$ cat src/hw/rtl/cfr_pkg.sv
package cfr_pkg;

  localparam int unsigned ADDR_W    = 32;
  localparam int unsigned COUNT_W   = 17;
  localparam int unsigned LIMIT_W   = 16;
  localparam int unsigned TICK_W    = 16;
  localparam int unsigned TOTAL_W   = 32;
  localparam int unsigned RULE_W    = 39;
  localparam int unsigned CFG_IDX_W = 3;

  localparam logic [COUNT_W-1:0] COUNT_MAX = '1;

  // register indexes of the configuration port
  localparam logic [CFG_IDX_W-1:0] CFG_RATE_LIMIT   = 3'd0;
  localparam logic [CFG_IDX_W-1:0] CFG_WINDOW_TICKS = 3'd1;
  localparam logic [CFG_IDX_W-1:0] CFG_RULE_FIRST   = 3'd2;

  localparam logic OP_REQUEST = 1'b0;
  localparam logic OP_TICK    = 1'b1;

  typedef enum logic [2:0] {
    V_ALLOW      = 3'd0,
    V_RANGE      = 3'd1,
    V_BAN        = 3'd2,
    V_RATE       = 3'd3,
    V_UNTRACKED  = 3'd4,
    V_TICK       = 3'd5,
    V_TICK_RESET = 3'd6
  } verdict_t;

  typedef enum logic [2:0] {
    ST_IDLE,
    ST_CHECK,
    ST_SCAN,
    ST_UPDATE,
    ST_DONE
  } state_t;

  typedef struct packed {
    logic              en;
    logic [5:0]        len;
    logic [ADDR_W-1:0] net;
  } rule_t;

  typedef struct packed {
    logic [ADDR_W-1:0]  addr;
    logic [COUNT_W-1:0] count;
  } entry_t;

endpackage

$ cat src/hw/rtl/cfr_ram.sv
module cfr_ram #(
  parameter int unsigned WIDTH = 8,
  parameter int unsigned DEPTH = 16,
  localparam int unsigned AW = (DEPTH > 1) ? $clog2(DEPTH) : 1
) (
  input  logic             clk,
  input  logic             we,
  input  logic [AW-1:0]    waddr,
  input  logic [WIDTH-1:0] wdata,
  input  logic             re,
  input  logic [AW-1:0]    raddr,
  output logic [WIDTH-1:0] rdata
);

  logic [WIDTH-1:0] mem [DEPTH];

  always_ff @(posedge clk) begin
    if (we) begin
      mem[waddr] <= wdata;
    end
    if (re) begin
      rdata <= mem[raddr];
    end
  end

endmodule

$ cat src/hw/rtl/cfr_rule_match.sv
module cfr_rule_match
  import cfr_pkg::*;
#(
  parameter int unsigned RANGE_RULES = 4
) (
  input  rule_t [RANGE_RULES-1:0] rules,
  input  logic [ADDR_W-1:0]       addr,
  output logic                    hit
);

  logic [RANGE_RULES-1:0] rule_hit;

  always_comb begin
    logic [ADDR_W-1:0] mask;
    for (int r = 0; r < RANGE_RULES; r++) begin
      // prefix length 0 matches everything, over 32 never matches
      mask = (rules[r].len == 6'd0) ? '0 : ('1 << (6'd32 - rules[r].len));
      rule_hit[r] = rules[r].en && (rules[r].len <= 6'd32) &&
                    ((addr & mask) == (rules[r].net & mask));
    end
  end

  assign hit = |rule_hit;

endmodule

$ cat src/hw/rtl/cidr_filter_rate_limiter_core.sv
// Source-address filter with CIDR block rules and a fixed-window rate limiter.
// Input channel (in_valid/in_ready): in_operation selects a request (src/dst
// address) or a tick. Every transaction yields exactly one result on the output
// channel (out_valid/out_ready) with the verdict, the addresses (zero for a
// tick) and the running count of dropped requests.
// Configuration: cfg_we writes cfg_wdata to register cfg_index (0 rate limit,
// 1 window length, 2.. range rules); the user must write only while no
// transaction is in flight, which the block does not enforce.
// A tick or a range-rule drop goes from ST_CHECK straight to ST_DONE; any
// other request walks the tracking table in the entry RAM one entry per cycle
// in ST_SCAN until the source is found or the table ends, then passes
// ST_UPDATE and ST_DONE. One transaction is in work at a time, and the next
// is accepted the cycle after the result is loaded.
// The result sits in an output register, so a new transaction is accepted while
// the receiver stalls; the block then holds its finished result until the
// output register frees up. Reset clears all entry valid and ban flags, the
// tick and drop counters and the registers to their defaults; no RAM clear pass
// is needed because entry data is only used when its valid flag is set.
module cidr_filter_rate_limiter_core
  import cfr_pkg::*;
#(
  parameter int unsigned TRACK_ENTRIES = 16,
  parameter int unsigned RANGE_RULES   = 4
) (
  input  logic                 clk,
  input  logic                 rst_n,

  input  logic                 in_valid,
  output logic                 in_ready,
  input  logic                 in_operation,
  input  logic [ADDR_W-1:0]    in_src_ip,
  input  logic [ADDR_W-1:0]    in_dst_ip,

  output logic                 out_valid,
  input  logic                 out_ready,
  output logic [2:0]           out_verdict,
  output logic [ADDR_W-1:0]    out_src_ip,
  output logic [ADDR_W-1:0]    out_dst_ip,
  output logic [TOTAL_W-1:0]   out_blocked_total,

  input  logic                 cfg_we,
  input  logic [CFG_IDX_W-1:0] cfg_index,
  input  logic [RULE_W-1:0]    cfg_wdata
);

  localparam int unsigned IW = (TRACK_ENTRIES > 1) ? $clog2(TRACK_ENTRIES) : 1;
  localparam logic [IW-1:0] LAST_IDX = IW'(TRACK_ENTRIES - 1);

  // configuration registers
  logic [LIMIT_W-1:0]       rate_limit_r;
  logic [TICK_W-1:0]        window_ticks_r;
  rule_t [RANGE_RULES-1:0]  rules_r;

  always_ff @(posedge clk) begin
    if (!rst_n) begin
      rate_limit_r   <= LIMIT_W'(10);
      window_ticks_r <= '0;
    end else if (cfg_we) begin
      if (cfg_index == CFG_RATE_LIMIT) begin
        rate_limit_r <= cfg_wdata[LIMIT_W-1:0];
      end
      if (cfg_index == CFG_WINDOW_TICKS) begin
        window_ticks_r <= cfg_wdata[TICK_W-1:0];
      end
    end
  end

  always_ff @(posedge clk) begin
    if (!rst_n) begin
      rules_r <= '0;
    end else if (cfg_we) begin
      for (int r = 0; r < RANGE_RULES; r++) begin
        if (cfg_index == CFG_IDX_W'(CFG_RULE_FIRST + r)) begin
          rules_r[r] <= cfg_wdata;
        end
      end
    end
  end

  // control and datapath state
  state_t                state_r, state_nxt;
  logic                  op_r;
  logic [ADDR_W-1:0]     src_r, dst_r;
  logic [IW-1:0]         rd_idx_r;
  logic                  hit_found_r, free_found_r;
  logic [IW-1:0]         hit_idx_r, free_idx_r;
  logic [COUNT_W-1:0]    hit_cnt_r;
  verdict_t              verdict_r;
  logic [TRACK_ENTRIES-1:0] valid_r, banned_r;
  logic [TICK_W-1:0]     tick_count_r;
  logic [TOTAL_W-1:0]    drop_total_r, drop_total_nxt;
  logic                  out_valid_r;
  verdict_t              out_verdict_r;
  logic [ADDR_W-1:0]     out_src_r, out_dst_r;
  logic [TOTAL_W-1:0]    out_blocked_r;

  logic                  range_hit;
  logic                  ram_we, ram_re;
  logic [IW-1:0]         ram_raddr;
  entry_t                ram_wdata, ram_rdata;
  logic                  scan_hit, scan_last;
  logic                  out_free, out_load;

  cfr_rule_match #(
    .RANGE_RULES(RANGE_RULES)
  ) u_rule_match (
    .rules(rules_r),
    .addr (src_r),
    .hit  (range_hit)
  );

  cfr_ram #(
    .WIDTH($bits(entry_t)),
    .DEPTH(TRACK_ENTRIES)
  ) u_entry_ram (
    .clk  (clk),
    .we   (ram_we),
    .waddr(hit_found_r ? hit_idx_r : free_idx_r),
    .wdata(ram_wdata),
    .re   (ram_re),
    .raddr(ram_raddr),
    .rdata(ram_rdata)
  );

  assign scan_hit  = valid_r[rd_idx_r] && (ram_rdata.addr == src_r);
  assign scan_last = (rd_idx_r == LAST_IDX);
  assign out_free  = !out_valid_r || out_ready;

  // tick handling
  logic [TICK_W-1:0] tick_inc;
  logic              window_end;
  assign tick_inc   = tick_count_r + TICK_W'(1);
  assign window_end = (window_ticks_r != '0) && (tick_inc >= window_ticks_r);

  // count update for the entry selected by the scan
  logic [COUNT_W-1:0] base_cnt, cnt_nxt;
  logic               tracked, is_banned, over_limit;
  assign base_cnt   = hit_found_r ? hit_cnt_r : '0;
  assign cnt_nxt    = (base_cnt == COUNT_MAX) ? base_cnt : base_cnt + COUNT_W'(1);
  assign tracked    = hit_found_r || free_found_r;
  assign is_banned  = hit_found_r && banned_r[hit_idx_r];
  assign over_limit = cnt_nxt > {1'b0, rate_limit_r};
  assign ram_wdata  = '{addr: src_r, count: cnt_nxt};

  // next state
  always_comb begin
    state_nxt = state_r;
    unique case (state_r)
      ST_IDLE: begin
        if (in_valid) state_nxt = ST_CHECK;
      end
      ST_CHECK: begin
        if (op_r == OP_TICK || range_hit) state_nxt = ST_DONE;
        else                              state_nxt = ST_SCAN;
      end
      ST_SCAN: begin
        if (scan_hit || scan_last) state_nxt = ST_UPDATE;
      end
      ST_UPDATE: state_nxt = ST_DONE;
      ST_DONE: begin
        if (out_free) state_nxt = ST_IDLE;
      end
      default: state_nxt = ST_IDLE;
    endcase
  end

  // fsm outputs
  always_comb begin
    in_ready  = 1'b0;
    ram_re    = 1'b0;
    ram_raddr = '0;
    ram_we    = 1'b0;
    out_load  = 1'b0;
    unique case (state_r)
      ST_IDLE:  in_ready = rst_n;
      ST_CHECK: ram_re = (op_r == OP_REQUEST) && !range_hit;
      ST_SCAN: begin
        ram_re    = !scan_hit && !scan_last;
        ram_raddr = rd_idx_r + IW'(1);
      end
      ST_UPDATE: ram_we = tracked && !is_banned;
      ST_DONE:   out_load = out_free;
      default: ;
    endcase
  end

  always_ff @(posedge clk) begin
    if (!rst_n) begin
      state_r <= ST_IDLE;
    end else begin
      state_r <= state_nxt;
    end
  end

  always_ff @(posedge clk) begin
    if (state_r == ST_IDLE && in_valid) begin
      op_r  <= in_operation;
      src_r <= in_src_ip;
      dst_r <= in_dst_ip;
    end
    if (state_r == ST_CHECK) begin
      rd_idx_r     <= '0;
      hit_found_r  <= 1'b0;
      free_found_r <= 1'b0;
      if (op_r == OP_TICK) begin
        verdict_r <= window_end ? V_TICK_RESET : V_TICK;
      end else begin
        verdict_r <= V_RANGE;
      end
    end
    if (state_r == ST_SCAN) begin
      if (scan_hit) begin
        hit_found_r <= 1'b1;
        hit_idx_r   <= rd_idx_r;
        hit_cnt_r   <= ram_rdata.count;
      end else if (!valid_r[rd_idx_r] && !free_found_r) begin
        free_found_r <= 1'b1;
        free_idx_r   <= rd_idx_r;
      end
      rd_idx_r <= rd_idx_r + IW'(1);
    end
    if (state_r == ST_UPDATE) begin
      if (is_banned)       verdict_r <= V_BAN;
      else if (!tracked)   verdict_r <= V_UNTRACKED;
      else if (over_limit) verdict_r <= V_RATE;
      else                 verdict_r <= V_ALLOW;
    end
  end

  // table flags and counters
  always_ff @(posedge clk) begin
    if (!rst_n) begin
      valid_r      <= '0;
      banned_r     <= '0;
      tick_count_r <= '0;
    end else begin
      if (state_r == ST_CHECK && op_r == OP_TICK) begin
        if (window_end) begin
          tick_count_r <= '0;
          // free every entry that is not banned
          valid_r      <= valid_r & banned_r;
        end else begin
          tick_count_r <= tick_inc;
        end
      end
      if (ram_we) begin
        valid_r[hit_found_r ? hit_idx_r : free_idx_r]  <= 1'b1;
        banned_r[hit_found_r ? hit_idx_r : free_idx_r] <= over_limit;
      end
    end
  end

  assign drop_total_nxt = (verdict_r == V_RANGE || verdict_r == V_BAN ||
                           verdict_r == V_RATE) ? drop_total_r + TOTAL_W'(1)
                                                : drop_total_r;

  always_ff @(posedge clk) begin
    if (!rst_n) begin
      drop_total_r <= '0;
      out_valid_r  <= 1'b0;
    end else begin
      if (out_load) begin
        drop_total_r <= drop_total_nxt;
        out_valid_r  <= 1'b1;
      end else if (out_ready) begin
        out_valid_r  <= 1'b0;
      end
    end
  end

  always_ff @(posedge clk) begin
    if (out_load) begin
      out_verdict_r <= verdict_r;
      out_src_r     <= (op_r == OP_TICK) ? '0 : src_r;
      out_dst_r     <= (op_r == OP_TICK) ? '0 : dst_r;
      out_blocked_r <= drop_total_nxt;
    end
  end

  assign out_valid         = out_valid_r;
  assign out_verdict       = out_verdict_r;
  assign out_src_ip        = out_src_r;
  assign out_dst_ip        = out_dst_r;
  assign out_blocked_total = out_blocked_r;

  // a banned entry is never freed by a window end
  a_banned_is_valid: assert property (@(posedge clk) disable iff (!rst_n)
    (banned_r & ~valid_r) == '0)
    else $error("banned flag set on an invalid entry");

  // a tick never touches the entry table
  a_tick_skips_scan: assert property (@(posedge clk) disable iff (!rst_n)
    (state_r == ST_CHECK && op_r == OP_TICK) |=> state_r == ST_DONE)
    else $error("tick entered the table scan");

  // untracked only when every entry is in use
  a_untracked_full: assert property (@(posedge clk) disable iff (!rst_n)
    (state_r == ST_UPDATE && !hit_found_r && !free_found_r) |-> &valid_r)
    else $error("request left untracked while a free entry exists");

  // drop total moves only when a result is loaded
  a_drop_total_hold: assert property (@(posedge clk) disable iff (!rst_n)
    !out_load |=> $stable(drop_total_r))
    else $error("drop total changed without a result");

endmodule

$ cat config.mk
export PLATFORM = sky130hd
export DESIGN_NAME = cidr_filter_rate_limiter_core
export DESIGN_NICKNAME = d
export VERILOG_FILES = /design/src/hw/rtl/cfr_pkg.sv /design/src/hw/rtl/cfr_ram.sv /design/src/hw/rtl/cfr_rule_match.sv /design/src/hw/rtl/cidr_filter_rate_limiter_core.sv
export SDC_FILE = /design/constraint.sdc
export NUM_CORES = 2
export LEC_CHECK = 0
export ABC_CLOCK_PERIOD_IN_PS = 16800
export BUFFER_PORTS_ARGS = -buffer_cell sky130_fd_sc_hd__buf_4
export CAP_MARGIN = 20
export CORE_MARGIN = 4
export CORE_UTILIZATION = 35
export CTS_CLUSTER_DIAMETER = 40
export DETAILED_ROUTE_END_ITERATION = 16
export PLACE_DENSITY = 0.56
export SETUP_SLACK_MARGIN = 0.2
export SYNTH_ARGS = -nofsm -noshare
export SYNTH_HDL_FRONTEND = slang
export SYNTH_SLANG_ARGS = --single-unit
export TNS_END_PERCENT = 50
$ cat constraint.sdc
create_clock -name clk -period 16.8 [get_ports clk]
set_input_delay 3.36 -clock clk [delete_from_list [all_inputs] [get_ports clk]]
set_output_delay 3.36 -clock clk [all_outputs]
set_load 0.1 [all_outputs]
# [After elaboration in Yosys (flattened, before gate mapping)]
# Memory sizes are Yosys's and may differ from the RTL's. A register that Yosys moved wholly into a read port is not among the register bits.
# Index checks and enable logic that the tools add are counted.
[op_classes] n_div=0 n_bitwise=12 order_cmp=10 addsub=8 muxes=50 n_reduce_logical=51 eq_ne=22 multipliers=0 shifts=4
[ops] cell="32-bit AND" n=8
[ops] cell="32-bit equality test" n=5
[ops] cell="32-bit 2-to-1 mux" n=5
[ops] cell="32-bit by 6-bit left shift with 32-bit output, first input constant" n=4
[ops] cell="16-bit 2-to-1 mux" n=5
[ops] cell="17-bit 2-to-1 mux" n=2
[ops] cell="32-bit by 1-bit adder with 32-bit output, second input constant" n=1
[ops] cell="3-bit 2-to-1 mux" n=9
[ops] cell="6-bit <= comparator, second input constant" n=4
[ops] cell="6-bit zero test" n=4
[ops] cell="6-bit subtractor, first input constant" n=4
[ops] cell="3-bit by 2-bit equality test with 1-bit output, second input constant" n=6
[ops] cell="1-bit logical AND" n=18
[ops] cell="17-bit by 1-bit adder with 17-bit output, second input constant" n=1
[ops] cell="17-bit equality test, second input constant" n=1
[ops] cell="17-bit by 16-bit greater-than comparator with 1-bit output" n=1
[ops] cell="1-bit 2-to-1 mux" n=17
[ops] cell="16-bit by 1-bit adder with 16-bit output, second input constant" n=1
[ops] cell="16-bit AND" n=1
[ops] cell="16-bit bitwise mux" n=1
[ops] cell="16-bit >= comparator" n=1
[ops] cell="4-bit 2-to-1 mux" n=4
[ops] cell="16-bit OR" n=1
[ops] cell="16-bit nonzero test" n=1
[ops] cell="20 further kinds" n=52
[word_totals] register_bits=470 romBits=0 word_cells=192 n_memories=1 latchBits=0 input_bits=112 mem_bits_rw=784 output_inout_bits=101
[mem_list] memory="u_entry_ram.mem" depth=16 width=49 rd=1 rd_clocked_by_memory_dff=1 wr=1 line_no="cfr_ram.sv:15" rtl="logic [WIDTH-1:0] mem [DEPTH];"

# [Depth between registers and ports, before layout]
[depth] word_depth=10 mapped_depth=22 mapped_depth_nobuf=18

# [Hierarchy]
# From an unflattened synthesis, not the netlist that was laid out.
[unflattened] cells_unflattened=3672 area_unflattened_um2=53435.0
[modules_own_cells] module="cfr_ram" area_per_inst_um2=30827.1 seq_area_each_um2=25014.0 cells_each=1268 instances=1
[modules_own_cells] module="cidr_filter_rate_limiter_core" area_per_inst_um2=19363.6 seq_area_each_um2=11370.9 cells_each=1931 instances=1
[modules_own_cells] module="cfr_rule_match" area_per_inst_um2=3244.4 seq_area_each_um2=0.0 cells_each=473 instances=1

# [Worst setup path after synthesis]
# Ideal clock, no wire load.
[synth_timing] kind="input-to-output" startpoint="input rst_n" endpoint="output in_ready" n_path_buf=1 setup_slack_ns=9.089 arrival_ns=4.351 required_time_ns=13.440 stages=2 cell_sequence="clkbuf_1 > and2_1"
[synth_between] elab_chain_len=1
[synth_rtl] item="start, declared" line_no="cidr_filter_rate_limiter_core.sv:26" rtl="input logic rst_n,"
[synth_rtl] item="1-bit 2-to-1 mux" line_no="cidr_filter_rate_limiter_core.sv:174" rtl="unique case (state_r)"
[synth_rtl] item="end, declared" line_no="cidr_filter_rate_limiter_core.sv:29" rtl="output logic in_ready,"
# No other way between the ends.

# [Worst setup path in the final report]
# Same ends and word-level chain as after synthesis.

==> flow_summary.yaml <==
outcome:
  outcome: "finished, final reports clean"
floorplanning:
  die_w_um: 404
  io_pins: 213
  num_rows: 145
  die_h_um: 404
  start_util_pct: 35.2
  coreArea_um2: 156000
  die-area_um2: 164000
layout:
  mostFrequentLayoutCell: "edfxtp_1"
  area_delta_synth_final_pct: 19.8
  drive_above_1_share_pct: 16.9
  final_cell_mix: "edfxtp_1 (1029), nand2_1 (680), buf_4 (319)"
  final_net_count: 4582
yosys:
  seq_area_frac_synth_pct: 66.1
  ys_warn_count: 0
  syn-cell-area_um2: 55000
  syn_nets: 4324
  yosysTopAreaCell: "edfxtp_1"
  synthCells: 4160
  netlist_top_cells_area: "edfxtp_1 (56%), dfxtp_1 (10%), nand2_1 (4.6%), mux2i_1 (3.6%), a21boi_0 (2.8%)"
  synth_ff_type: "edfxtp_1"
  syn_avg_cell_area_um2: 13.2
  ys_types: 86
  synth_top_area_share_pct: 56.2
  async_reset_ff_share_pct: 0
  synth_edf_count: 1029
  ys_seq_elements: 1303
critical_path:
  r2r_cells: 18
  crit_chain: "buf_6 > and2_1 > buf_4"
  crit_fanout: 62
  worstPathRequired_ps: 13440
  max_stage_delay_ps: 330
  crit_path_end_kind: "output port"
  arrival_ps: 4200
  path_class: "input port to output port"
  critPathLaunchType: "input port"
  cp_slowest_cell: "buf_6"
global_routing:
  grt_overflow_total: 0
  grt_pass1_wl_um: 216000
  grt_pass1_vias: 33800
  grt_antenna_before_repair: 5
  grtUsageTotal_pct: 17.5
  grt_max_degree: 112
clock_network:
  clock-root-buffer: "clkbuf_16"
  cts_inserted_buffers: 195
  clockBufferDepth: 3
  post_cts_buffers: 0
  cts.sinks: 1303
  ctsResizeCount: 0
  cts_tree: "done"
  cts.reportedPaths.clkPinSlew_ps: 50
  h-tree-depth: 4
  clk_latency_ps: 810
  postCtsHoldBufs: 0
drt:
  via_per_inst: 5.18
  wire_per_inst_um: 22.0
  route.detailed.drc: 0
  postRouteAntennaNets: 0
  vias: 34400
  first_pass_iters: 5
  drt_iter0_drc: 2533
  wl_um: 146000
timing:
  max-slew-margin-rel_pct: 27.5
  max_slew.worst_pin.slew_ps: 1090
  min_period_over_period_pct: 45.0
  worst_slack_ps: 9240
  rsz0062_at_grt: "false"
  hold_viol_final: 0
  fmax_mhz: 132
  period_needed_ps: 7560
  drv_slew: 0
  finalSetupTns_ps: 0
  whs_ps: 416
  finalSetupViolCount: 0
  clock_skew_ps: 55.9
power_and_ir_drop:
  power_density_nw_per_um2: 127
  worst_ir_drop_vdd_v: 0.000113
  power.total_mw: 8.34
  p_leak_nw: 22.6
hold_path:
  worstHoldPathType: "flip-flop to flip-flop"
  hold_depth: 0
place:
  gp_congestion: 0.879
  port-buffer-count: 212
  place_hpwl_um: 86900
  place_ws_ps: 9210
run:
  maxCapViolations: 0
layer usage:
metal  routed length, um  up-vias  global-route usage (%)  share of wire [%]
met5                   0        -                       0                  0
met4                3620        0                    5.27                2.5
met3                7660      239                    3.01                5.2
met2               69600      937                    28.7                 48
met1               65600    17300                    24.0                 45
li1                    -    15900                       -                  -
layout make-up:
cell class	instances	area, um^2
inverters	67	264
fillers	14300	90300
diodes	2	5.00
clock buffers	220	5100
well taps	2058	2570
flip-flops and latches	1303	36400
multi-input cells	2530	17500
repair buffers	321	2420
clock inverters	145	1680
flip-flops by register name (all words and copies together), names as in the netlist, 17 cells and up:
signal	count
out_blocked_total	32
rules_r	156
out_src_ip	32
drop_total_r	32
hit_cnt_r	17
src_r	32
u_entry_ram.mem	784
out_dst_ip	32
u_entry_ram.rdata	49
dst_r	32
power breakdown:
part / leakage [nW] / internal (mW) / switching (mW) / total (mW)
Clock: 3.26 / 2.57 / 1.56 / 4.13
Sequential: 12.0 / 3.56 / 0.0343 / 3.59
Combinational: 7.27 / 0.197 / 0.420 / 0.617
Total: 22.6 / 6.33 / 2.02 / 8.34
worst max-delay path: cells and delay by family:
| family | cells | cell delay, ps |
|---|---|---|
| buffers and inverters | 2 | 620 |
| AND/OR/NAND/NOR | 1 | 210 |
stage by stage:
step                      instance area, um^2  instances  utilization [%]
after global routing                    65900       6644             42.2
after floorplan                         55000       4160                -
after global placement                  59100       6277             37.9
after detailed placement                59100       6278             37.9
after CTS                               65900       6643             42.2
final                                   65900       6646             42.2
synth_stat cells (all sizes together) (15+ instances only):
cell,count
mux2i,198
edfxtp,1029
or3,15
xnor2,173
nand3,46
a31oi,68
o21ai,48
nor3,60
clkbuf,224
nor2,89
nand2,681
nand4,36
xor2,93
buf,36
a311oi,51
a211oi,154
a21oi,96
nor2b,173
inv,66
a21boi,207
ha,52
o221a,16
mux4,59
dfxtp,274
and2,40
o211a,16
cells by family (layout without fill, tap and decap cells):
group	Yosys count	in the layout	synth area share [%]
adders and majority gates	52	52	1.18
buffers and inverters	327	753	2.31
muxes	258	258	6.04
xor gates and xnor gates	266	266	4.23
AOI/OAI and AO/OA	750	750	9.86
and+or+nand+nor	1204	1204	10.2
other	0	2	0
DFF	1303	1303	66.1
path summary, 6_finish.rpt:
check                  startpoint      endpoint  slack, ps
min reg2reg  u_entry_ram.rdata[5]  hit_cnt_r[5]        420
min          u_entry_ram.rdata[5]  hit_cnt_r[5]        420
max reg2reg           hit_found_r  verdict_r[1]      11330
max                         rst_n      in_ready       9240
Power figures use the tool's default switching activity.
